**src/rtl/sma_pkg.sv**
```systemverilog
package sma_pkg;

  localparam int STACK_DEPTH = 64;
  localparam int DATA_W      = 32;
  localparam int PTR_W       = (STACK_DEPTH > 1) ? $clog2(STACK_DEPTH) : 1;
  localparam int CNT_W       = $clog2(STACK_DEPTH + 1);
  localparam int DIV_CNT_W   = $clog2(DATA_W);
  localparam int ACT_W       = 3;
  localparam int STATUS_W    = 2;
  localparam int DEPTH_OUT_W = 7;

  localparam logic [ACT_W-1:0] ACT_NOP  = 3'd0;
  localparam logic [ACT_W-1:0] ACT_PUSH = 3'd1;
  localparam logic [ACT_W-1:0] ACT_ADD  = 3'd2;
  localparam logic [ACT_W-1:0] ACT_SUB  = 3'd3;
  localparam logic [ACT_W-1:0] ACT_DIV  = 3'd4;
  localparam logic [ACT_W-1:0] ACT_MUL  = 3'd5;

  localparam logic [STATUS_W-1:0] ST_OK    = 2'd0;
  localparam logic [STATUS_W-1:0] ST_SHORT = 2'd1;
  localparam logic [STATUS_W-1:0] ST_DIV0  = 2'd2;
  localparam logic [STATUS_W-1:0] ST_FULL  = 2'd3;

  typedef enum logic [2:0] {
    S_IDLE,
    S_RD,
    S_OP,
    S_DIV,
    S_FIX,
    S_WB,
    S_DONE
  } sma_state_t;

  typedef struct packed {
    logic             push;
    logic             rd;
    logic             latch_a;
    logic             alu_go;
    logic             div_init;
    logic             div_step;
    logic             div_fix;
    logic             wb;
    logic [ACT_W-1:0] op;
  } sma_cmd_t;

  typedef struct packed {
    logic full;
    logic short_stk;
    logic top_zero;
    logic div_last;
  } sma_stat_t;

endpackage

```
**src/rtl/sma_ram.sv**
```systemverilog
module sma_ram #(
  parameter int WIDTH = 32,
  parameter int DEPTH = 64
) (
  input  logic                                   clk,
  input  logic                                   we,
  input  logic [((DEPTH > 1) ? $clog2(DEPTH) : 1)-1:0] waddr,
  input  logic [WIDTH-1:0]                       wdata,
  input  logic                                   re,
  input  logic [((DEPTH > 1) ? $clog2(DEPTH) : 1)-1:0] raddr,
  output logic [WIDTH-1:0]                       rdata
);

  logic [WIDTH-1:0] mem [DEPTH];
  logic [WIDTH-1:0] rdata_r;

  always_ff @(posedge clk) begin
    if (we) begin
      mem[waddr] <= wdata;
    end
    if (re) begin
      rdata_r <= mem[raddr];
    end
  end

  assign rdata = rdata_r;

endmodule

```
**src/rtl/sma_ctrl.sv**
```systemverilog
module sma_ctrl (
  input  logic                            clk,
  input  logic                            rst_n,
  input  logic                            start,
  input  logic [sma_pkg::ACT_W-1:0]       in_action,
  input  sma_pkg::sma_stat_t              stat,
  output sma_pkg::sma_cmd_t               cmd,
  output logic                            busy,
  output logic                            out_strobe,
  output logic [sma_pkg::STATUS_W-1:0]    out_status
);

  import sma_pkg::*;

  sma_state_t          state_r, state_nxt;
  logic [ACT_W-1:0]    act_r, act_nxt;
  logic [STATUS_W-1:0] status_r, status_nxt;

  always_ff @(posedge clk) begin
    if (!rst_n) begin
      state_r  <= S_IDLE;
      act_r    <= ACT_NOP;
      status_r <= ST_OK;
    end else begin
      state_r  <= state_nxt;
      act_r    <= act_nxt;
      status_r <= status_nxt;
    end
  end

  always_comb begin
    state_nxt    = state_r;
    act_nxt      = act_r;
    status_nxt   = status_r;
    cmd          = '0;
    cmd.op       = act_r;
    busy         = 1'b1;
    out_strobe   = 1'b0;
    unique case (state_r)
      S_IDLE: begin
        busy = 1'b0;
        if (start) begin
          act_nxt    = in_action;
          status_nxt = ST_OK;
          state_nxt  = S_DONE;
          unique case (in_action)
            ACT_PUSH: begin
              if (stat.full) begin
                status_nxt = ST_FULL;
              end else begin
                cmd.push = 1'b1;
              end
            end
            ACT_ADD, ACT_SUB, ACT_MUL: begin
              if (stat.short_stk) begin
                status_nxt = ST_SHORT;
              end else begin
                cmd.rd    = 1'b1;
                state_nxt = S_RD;
              end
            end
            ACT_DIV: begin
              priority if (stat.short_stk) begin
                status_nxt = ST_SHORT;
              end else if (stat.top_zero) begin
                status_nxt = ST_DIV0;
              end else begin
                cmd.rd    = 1'b1;
                state_nxt = S_RD;
              end
            end
            default: begin
            end
          endcase
        end
      end
      S_RD: begin
        cmd.latch_a = 1'b1;
        state_nxt   = S_OP;
      end
      S_OP: begin
        if (act_r == ACT_DIV) begin
          cmd.div_init = 1'b1;
          state_nxt    = S_DIV;
        end else begin
          cmd.alu_go = 1'b1;
          state_nxt  = S_WB;
        end
      end
      S_DIV: begin
        cmd.div_step = 1'b1;
        if (stat.div_last) begin
          state_nxt = S_FIX;
        end
      end
      S_FIX: begin
        cmd.div_fix = 1'b1;
        state_nxt   = S_WB;
      end
      S_WB: begin
        cmd.wb    = 1'b1;
        state_nxt = S_DONE;
      end
      S_DONE: begin
        out_strobe = 1'b1;
        state_nxt  = S_IDLE;
      end
      default: begin
        state_nxt = S_IDLE;
      end
    endcase
  end

  assign out_status = status_r;

endmodule

```
**src/rtl/sma_dp.sv**
```systemverilog
module sma_dp (
  input  logic                               clk,
  input  logic                               rst_n,
  input  sma_pkg::sma_cmd_t                  cmd,
  input  logic signed [sma_pkg::DATA_W-1:0]  in_push_value,
  output sma_pkg::sma_stat_t                 stat,
  output logic signed [sma_pkg::DATA_W-1:0]  out_top_value,
  output logic [sma_pkg::DEPTH_OUT_W-1:0]    out_stack_depth
);

  import sma_pkg::*;

  logic [CNT_W-1:0]     count_r, count_nxt;
  logic [DATA_W-1:0]    top_r, top_nxt;
  logic [DATA_W-1:0]    opa_r, opa_nxt;
  logic [DATA_W-1:0]    res_r, res_nxt;
  logic [DATA_W-1:0]    rem_r, rem_nxt;
  logic [DATA_W-1:0]    quo_r, quo_nxt;
  logic [DATA_W-1:0]    mb_r, mb_nxt;
  logic                 neg_r, neg_nxt;
  logic [DIV_CNT_W-1:0] div_cnt_r, div_cnt_nxt;

  logic [CNT_W-1:0]     below_cnt;
  logic                 ram_we;
  logic [PTR_W-1:0]     ram_waddr;
  logic [DATA_W-1:0]    ram_wdata;
  logic [DATA_W-1:0]    ram_rdata;
  logic [DATA_W:0]      rem_sh;
  logic [DATA_W:0]      trial;

  assign below_cnt = count_r - CNT_W'(2);

  sma_ram #(
    .WIDTH (DATA_W),
    .DEPTH (STACK_DEPTH)
  ) u_stack (
    .clk   (clk),
    .we    (ram_we),
    .waddr (ram_waddr),
    .wdata (ram_wdata),
    .re    (cmd.rd),
    .raddr (below_cnt[PTR_W-1:0]),
    .rdata (ram_rdata)
  );

  always_ff @(posedge clk) begin
    if (!rst_n) begin
      count_r <= '0;
    end else begin
      count_r <= count_nxt;
    end
  end

  always_ff @(posedge clk) begin
    top_r     <= top_nxt;
    opa_r     <= opa_nxt;
    res_r     <= res_nxt;
    rem_r     <= rem_nxt;
    quo_r     <= quo_nxt;
    mb_r      <= mb_nxt;
    neg_r     <= neg_nxt;
    div_cnt_r <= div_cnt_nxt;
  end

  assign rem_sh = {rem_r, quo_r[DATA_W-1]};
  assign trial  = rem_sh - {1'b0, mb_r};

  always_comb begin
    count_nxt   = count_r;
    top_nxt     = top_r;
    opa_nxt     = opa_r;
    res_nxt     = res_r;
    rem_nxt     = rem_r;
    quo_nxt     = quo_r;
    mb_nxt      = mb_r;
    neg_nxt     = neg_r;
    div_cnt_nxt = div_cnt_r;
    ram_we      = 1'b0;
    ram_waddr   = below_cnt[PTR_W-1:0];
    ram_wdata   = res_r;

    if (cmd.push) begin
      ram_we    = 1'b1;
      ram_waddr = count_r[PTR_W-1:0];
      ram_wdata = in_push_value;
      top_nxt   = in_push_value;
      count_nxt = count_r + CNT_W'(1);
    end

    if (cmd.latch_a) begin
      opa_nxt = ram_rdata;
    end

    if (cmd.alu_go) begin
      unique case (cmd.op)
        ACT_ADD: res_nxt = opa_r + top_r;
        ACT_SUB: res_nxt = opa_r - top_r;
        default: res_nxt = DATA_W'(opa_r * top_r);
      endcase
    end

    if (cmd.div_init) begin
      quo_nxt     = opa_r[DATA_W-1] ? (DATA_W'(0) - opa_r) : opa_r;
      mb_nxt      = top_r[DATA_W-1] ? (DATA_W'(0) - top_r) : top_r;
      neg_nxt     = opa_r[DATA_W-1] ^ top_r[DATA_W-1];
      rem_nxt     = '0;
      div_cnt_nxt = '0;
    end

    if (cmd.div_step) begin
      if (!trial[DATA_W]) begin
        rem_nxt = trial[DATA_W-1:0];
      end else begin
        rem_nxt = rem_sh[DATA_W-1:0];
      end
      quo_nxt     = {quo_r[DATA_W-2:0], ~trial[DATA_W]};
      div_cnt_nxt = div_cnt_r + DIV_CNT_W'(1);
    end

    if (cmd.div_fix) begin
      res_nxt = neg_r ? (DATA_W'(0) - quo_r) : quo_r;
    end

    if (cmd.wb) begin
      ram_we    = 1'b1;
      ram_waddr = below_cnt[PTR_W-1:0];
      ram_wdata = res_r;
      top_nxt   = res_r;
      count_nxt = count_r - CNT_W'(1);
    end
  end

  assign stat.full      = (count_r >= CNT_W'(STACK_DEPTH));
  assign stat.short_stk = (count_r < CNT_W'(2));
  assign stat.top_zero  = (top_r == '0);
  assign stat.div_last  = (div_cnt_r == DIV_CNT_W'(DATA_W - 1));

  assign out_top_value   = (count_r != '0) ? top_r : '0;
  assign out_stack_depth = DEPTH_OUT_W'(count_r);

endmodule

```
**src/rtl/stack_machine_alu.sv**
```systemverilog
// Channel   Handshake             Ports
// input     start high, busy low  in_action, in_push_value
// result    out_strobe, 1 cycle   out_status, out_top_value, out_stack_depth
//
// nop, unused codes, push, every error: result straight after accept; busy until it shows.
// add, sub, mul: read the second entry, compute, write back, then show the result.
// div: read, set up, run the radix-2 divider loop, fix the sign, write back, then show it.
// Reset empties the stack; entries are not cleared and are only read below the count.
// The receiver cannot stall: each result shows for one cycle only.
module stack_machine_alu (
  input  logic                                clk,
  input  logic                                rst_n,
  input  logic                                start,
  output logic                                busy,
  input  logic [sma_pkg::ACT_W-1:0]           in_action,
  input  logic signed [sma_pkg::DATA_W-1:0]   in_push_value,
  output logic                                out_strobe,
  output logic [sma_pkg::STATUS_W-1:0]        out_status,
  output logic signed [sma_pkg::DATA_W-1:0]   out_top_value,
  output logic [sma_pkg::DEPTH_OUT_W-1:0]     out_stack_depth
);

  import sma_pkg::*;

  sma_cmd_t  cmd;
  sma_stat_t stat;

  sma_ctrl u_ctrl (
    .clk        (clk),
    .rst_n      (rst_n),
    .start      (start),
    .in_action  (in_action),
    .stat       (stat),
    .cmd        (cmd),
    .busy       (busy),
    .out_strobe (out_strobe),
    .out_status (out_status)
  );

  sma_dp u_dp (
    .clk             (clk),
    .rst_n           (rst_n),
    .cmd             (cmd),
    .in_push_value   (in_push_value),
    .stat            (stat),
    .out_top_value   (out_top_value),
    .out_stack_depth (out_stack_depth)
  );

`ifndef SYNTHESIS
  a_strobe_single: assert property (@(posedge clk) disable iff (!rst_n)
    out_strobe |=> !out_strobe)
    else $error("result strobe held for more than one cycle");

  a_accept_busy: assert property (@(posedge clk) disable iff (!rst_n)
    (start && !busy) |=> busy)
    else $error("accepted item did not raise busy");

  a_full_depth: assert property (@(posedge clk) disable iff (!rst_n)
    (out_strobe && out_status == ST_FULL) |-> out_stack_depth == DEPTH_OUT_W'(STACK_DEPTH))
    else $error("stack full reported below full depth");

  a_push_depth: assert property (@(posedge clk) disable iff (!rst_n)
    (start && !busy && in_action == ACT_PUSH && out_stack_depth == DEPTH_OUT_W'(0))
      |=> out_stack_depth == DEPTH_OUT_W'(1))
    else $error("push onto empty stack did not raise depth");
`endif

endmodule

```
**config.mk**
```make
export PLATFORM = sky130hd
export DESIGN_NAME = stack_machine_alu
export DESIGN_NICKNAME = d
export VERILOG_FILES = /design/src/rtl/sma_pkg.sv /design/src/rtl/sma_ram.sv /design/src/rtl/sma_ctrl.sv /design/src/rtl/sma_dp.sv /design/src/rtl/stack_machine_alu.sv
export SDC_FILE = /design/constraint.sdc
export NUM_CORES = 2
export LEC_CHECK = 0
export ABC_CLOCK_PERIOD_IN_PS = 12550
export BUFFER_PORTS_ARGS = -buffer_cell sky130_fd_sc_hd__clkbuf_2
export CAP_MARGIN = 10
export CORE_ASPECT_RATIO = 1.25
export CORE_UTILIZATION = 56
export CTS_BUF_LIST = sky130_fd_sc_hd__clkbuf_8
export DETAILED_ROUTE_END_ITERATION = 7
export PLACE_DENSITY = 0.72
export SETUP_SLACK_MARGIN = 0.2
export SYNTH_ARGS = -nofsm -noshare
export SYNTH_HDL_FRONTEND = slang
export SYNTH_HIERARCHICAL = 1
export SYNTH_SLANG_ARGS = --single-unit
```
**constraint.sdc**
```tcl
create_clock -name clk -period 12.55 [get_ports clk]
set_input_delay 2.51 -clock clk [delete_from_list [all_inputs] [get_ports clk]]
set_output_delay 2.51 -clock clk [all_outputs]
set_load 0.05 [all_outputs]
```
==> impl_metrics.py <==
metrics = {
    "setup_path": {
        "critPathMaxFanout": 26,
        "r2r_cells": 25,
        "crit_path_start_kind": "flop",
        "endpoint_kind": "flop",
        "slowest_stage": "edfxtp_1",
        "cp.required_ps": 13310,
        "critical_path_class": "reg -> reg",
        "slowest_delay_ps": 560,
        "critPathBufInv": 5,
        "cp.arrival_ps": 8840,
        "cp_top_family": "adder cells",
        "r2r_start": "u_dp/top_r[4]$_DFFE_PP_",
        "reg2reg_slack_ps": 4470,
        "rr_endpoint": "u_dp/res_r[30]$_DFFE_PP_",
        "crit_top_cell": "fa_1",
    },
    "floorplanning": {
        "die_w_um": 398,
        "die-area_sq_um": 198000,
        "rows": 181,
        "initial_utilization_pct": 56.4,
        "die_height_um": 497,
        "core_sq_um": 195000,
        "io_pins": 81,
    },
    "logic_synthesis": {
        "synth-simple-area-share_pct": 5.76,
        "synth_ff_type": "edfxtp_1",
        "synthArstFlopShare_pct": 0,
        "synth_compound_area_share_pct": 4.01,
        "ys_ff_latch": 2293,
        "ys_warn_count": 6,
        "syn_inst": 6647,
        "synth_top_family_by_area": "multiplexers",
        "synthXorXnorAreaFrac_pct": 2.11,
        "synth_area_per_cell_sq_um": 16.5,
        "synth_edf_count": 2278,
        "synth.distinct_cells": 87,
        "syn-cell-area_sq_um": 110000,
        "synth_adder_area_share_pct": 9.75,
        "synth_nets": 7294,
        "synth.mux.area_fraction_pct": 12.7,
        "synth_seq_area_share_pct": 62.6,
    },
    "global_route": {
        "grt_pass1_wl_um": 421000,
        "grt.total_usage_pct": 29.7,
        "grt_overflow": 0,
        "grt_pass1_vias": 64011,
        "antenna_found_initial": 17,
        "grt_max_degree": 93,
    },
    "routing": {
        "drt_first_pass_iters": 6,
        "wl_per_cell_um": 30.0,
        "postRouteAntennaNets": 0,
        "first_iter_violations": 6744,
        "routed_wl_um": 291000,
        "vias_per_cell": 6.35,
        "route.detailed.drc": 0,
        "via_count": 61720,
    },
    "clock_tree": {
        "cts_sinks": 2293,
        "clk_latency_ps": 1070,
        "clockBufferDepth": 4,
        "cts_resized": 0,
        "root_buffer": "clkbuf_8",
        "h-tree-depth": 5,
        "post_cts_buffers": 0,
        "cts_buffers": 352,
        "cts_tree": "yes",
        "holdBufCountCts": 0,
        "clk_pin_slew_ps": 70,
    },
    "hold_path": {
        "whs_path_depth": 0,
        "hold_path.class": "reg -> reg",
        "hold_end": "u_dp/opa_r[16]$_DFFE_PP_",
        "hold_start": "u_dp/u_stack/rdata[16]$_DFFE_PP_",
    },
    "layout": {
        "area_delta_synth_final_pct": 9.44,
        "fill_cells": 14024,
        "nets": 7549,
        "final_layout_size_suffix_gt1_share_pct": 20.0,
    },
    "sta": {
        "tightest_slew_ps": 1390,
        "hold_viol": 0,
        "period_needed_ps": 8080,
        "finalMaxSlewViolations": 0,
        "finClkSkew_ps": 88.2,
        "worst_slew_margin_rel_pct": 6.20,
        "tns_ps": 0,
        "timing.hold.ws_ps": 388,
        "max_freq_mhz": 124,
        "setup_violations": 0,
        "rsz0062_at_grt": "no",
        "final.period_utilization_pct": 64.4,
    },
    "place": {
        "gp_congestion": 0.953,
        "io_buffers": 80,
        "hpwl_um": 176000,
    },
    "flow_run": {
        "cap_violations": 0,
    },
    "run_status": {
        "outcome": "completed",
    },
}
## area by class of cell
cell class	count	area (sq um)	area share (%)
Clock inverter	236	1340	1.11
Multi-Input combinational cell	3517	38300	31.9
Timing Repair Buffer	283	1920	1.60
Tap cell	2562	3210	2.67
Inverter	455	1720	1.43
Antenna cell	9	22.5	0.0187
Clock buffer	360	4950	4.12
Sequential cell	2293	68700	57.2
## metal layers
layer | vias to the layer above | track usage (%) | routed length (um)
li1 | 25603 | - | -
met1 | 32086 | 36.2 | 101000
met2 | 3267 | 49.3 | 145000
met3 | 760 | 5.56 | 26000
met4 | 4 | 17.9 | 19400
met5 | - | 0 | 24
## logic make-up (layout without fill, tap and decap cells)
logic type / Yosys count / after routing
other cells: 0 / 9
simple gates: 1247 / 1247
xor+xnor: 265 / 265
flops: 2293 / 2293
mux: 708 / 708
buf+inv: 837 / 1334
fa+ha+maj: 609 / 609
compound gates: 688 / 688
## metrics by stage
step           instances  utilization (%)  instance area (sq um)  setup WS, ps
3_3_place_gp        9110             58.5                 114000          4580
6_report            9715             61.7                 120000          4470
5_1_grt             9711             61.7                 120000          4190
2_1_floorplan       6647                -                 110000          5320
3_5_place_dp        9110             58.5                 114000          4580
4_1_cts             9706             61.7                 120000          4550
## registers in the layout, summed over array words and instances, names as in the netlist
| signal | cells |
|---|---|
| u_dp/neg_r | 1 |
| u_dp/res_r | 32 |
| u_dp/u_stack/rdata | 32 |
| u_dp/out_stack_depth | 7 |
| u_dp/mb_r | 32 |
| u_dp/u_stack/mem | 2048 |
| u_ctrl/state_r | 3 |
| u_ctrl/act_r | 3 |
| u_dp/div_cnt_r | 5 |
| u_dp/quo_r | 32 |
| u_dp/top_r | 32 |
| u_dp/opa_r | 32 |
| u_ctrl/out_status | 2 |
| u_dp/rem_r | 32 |
## how the worst max path moves through the flow
stage	start	endpoint	depth (start not counted)	slack [ps]
after global placement	u_dp/top_r[4]$_DFFE_PP_	u_dp/res_r[31]$_DFFE_PP_	25	4580
after detailed placement	u_dp/top_r[4]$_DFFE_PP_	u_dp/res_r[31]$_DFFE_PP_	25	4580
after CTS	u_dp/top_r[4]$_DFFE_PP_	u_dp/res_r[31]$_DFFE_PP_	25	4550
after global routing	u_dp/top_r[4]$_DFFE_PP_	u_dp/res_r[30]$_DFFE_PP_	25	4190
after floorplan	u_dp/opa_r[14]$_DFFE_PP_	u_dp/res_r[31]$_DFFE_PP_	24	5320
final	u_dp/top_r[4]$_DFFE_PP_	u_dp/res_r[30]$_DFFE_PP_	25	4470
## cells in the mapped netlist (all sizes together), types with 12 or more instances
library cell,number,area share [%]
a211oi,34,0.23
a21o,39,0.27
a21oi,183,0.83
a22oi,14,0.096
a311oi,12,0.096
a31oi,16,0.091
and2,353,2.0
and3,21,0.12
buf,133,0.66
clkbuf,249,0.85
dfxtp,15,0.27
edfxtp,2278,62
fa,411,7.5
ha,198,2.3
inv,454,1.6
mux2,66,0.68
mux2i,98,0.90
mux4,544,11
nand2,404,1.4
nand2b,34,0.21
nand3,44,0.21
nand4,17,0.097
nor2,218,0.75
nor2b,31,0.18
nor3,41,0.21
o21a,14,0.096
o21ai,138,0.63
o221ai,28,0.22
o22ai,86,0.49
o31ai,46,0.33
o41ai,16,0.13
or3,22,0.14
or4,19,0.15
xnor2,143,1.1
xor2,122,0.97
## placed cells by master, fill, tap and decap left out, types with 183 or more instances in the layout
master | synthesis | layout
inv_1 | 452 | 556
clkbuf_8 | 0 | 360
a21oi_1 | 183 | 183
nand2_1 | 402 | 400
buf_4 | 26 | 203
mux4_2 | 544 | 544
ha_1 | 198 | 198
edfxtp_1 | 2278 | 2278
fa_1 | 411 | 411
and2_1 | 353 | 353
Power is left out: the tool's default activity adds up to more than one toggle a clock period on the data nets, which glitch-free logic cannot reach.
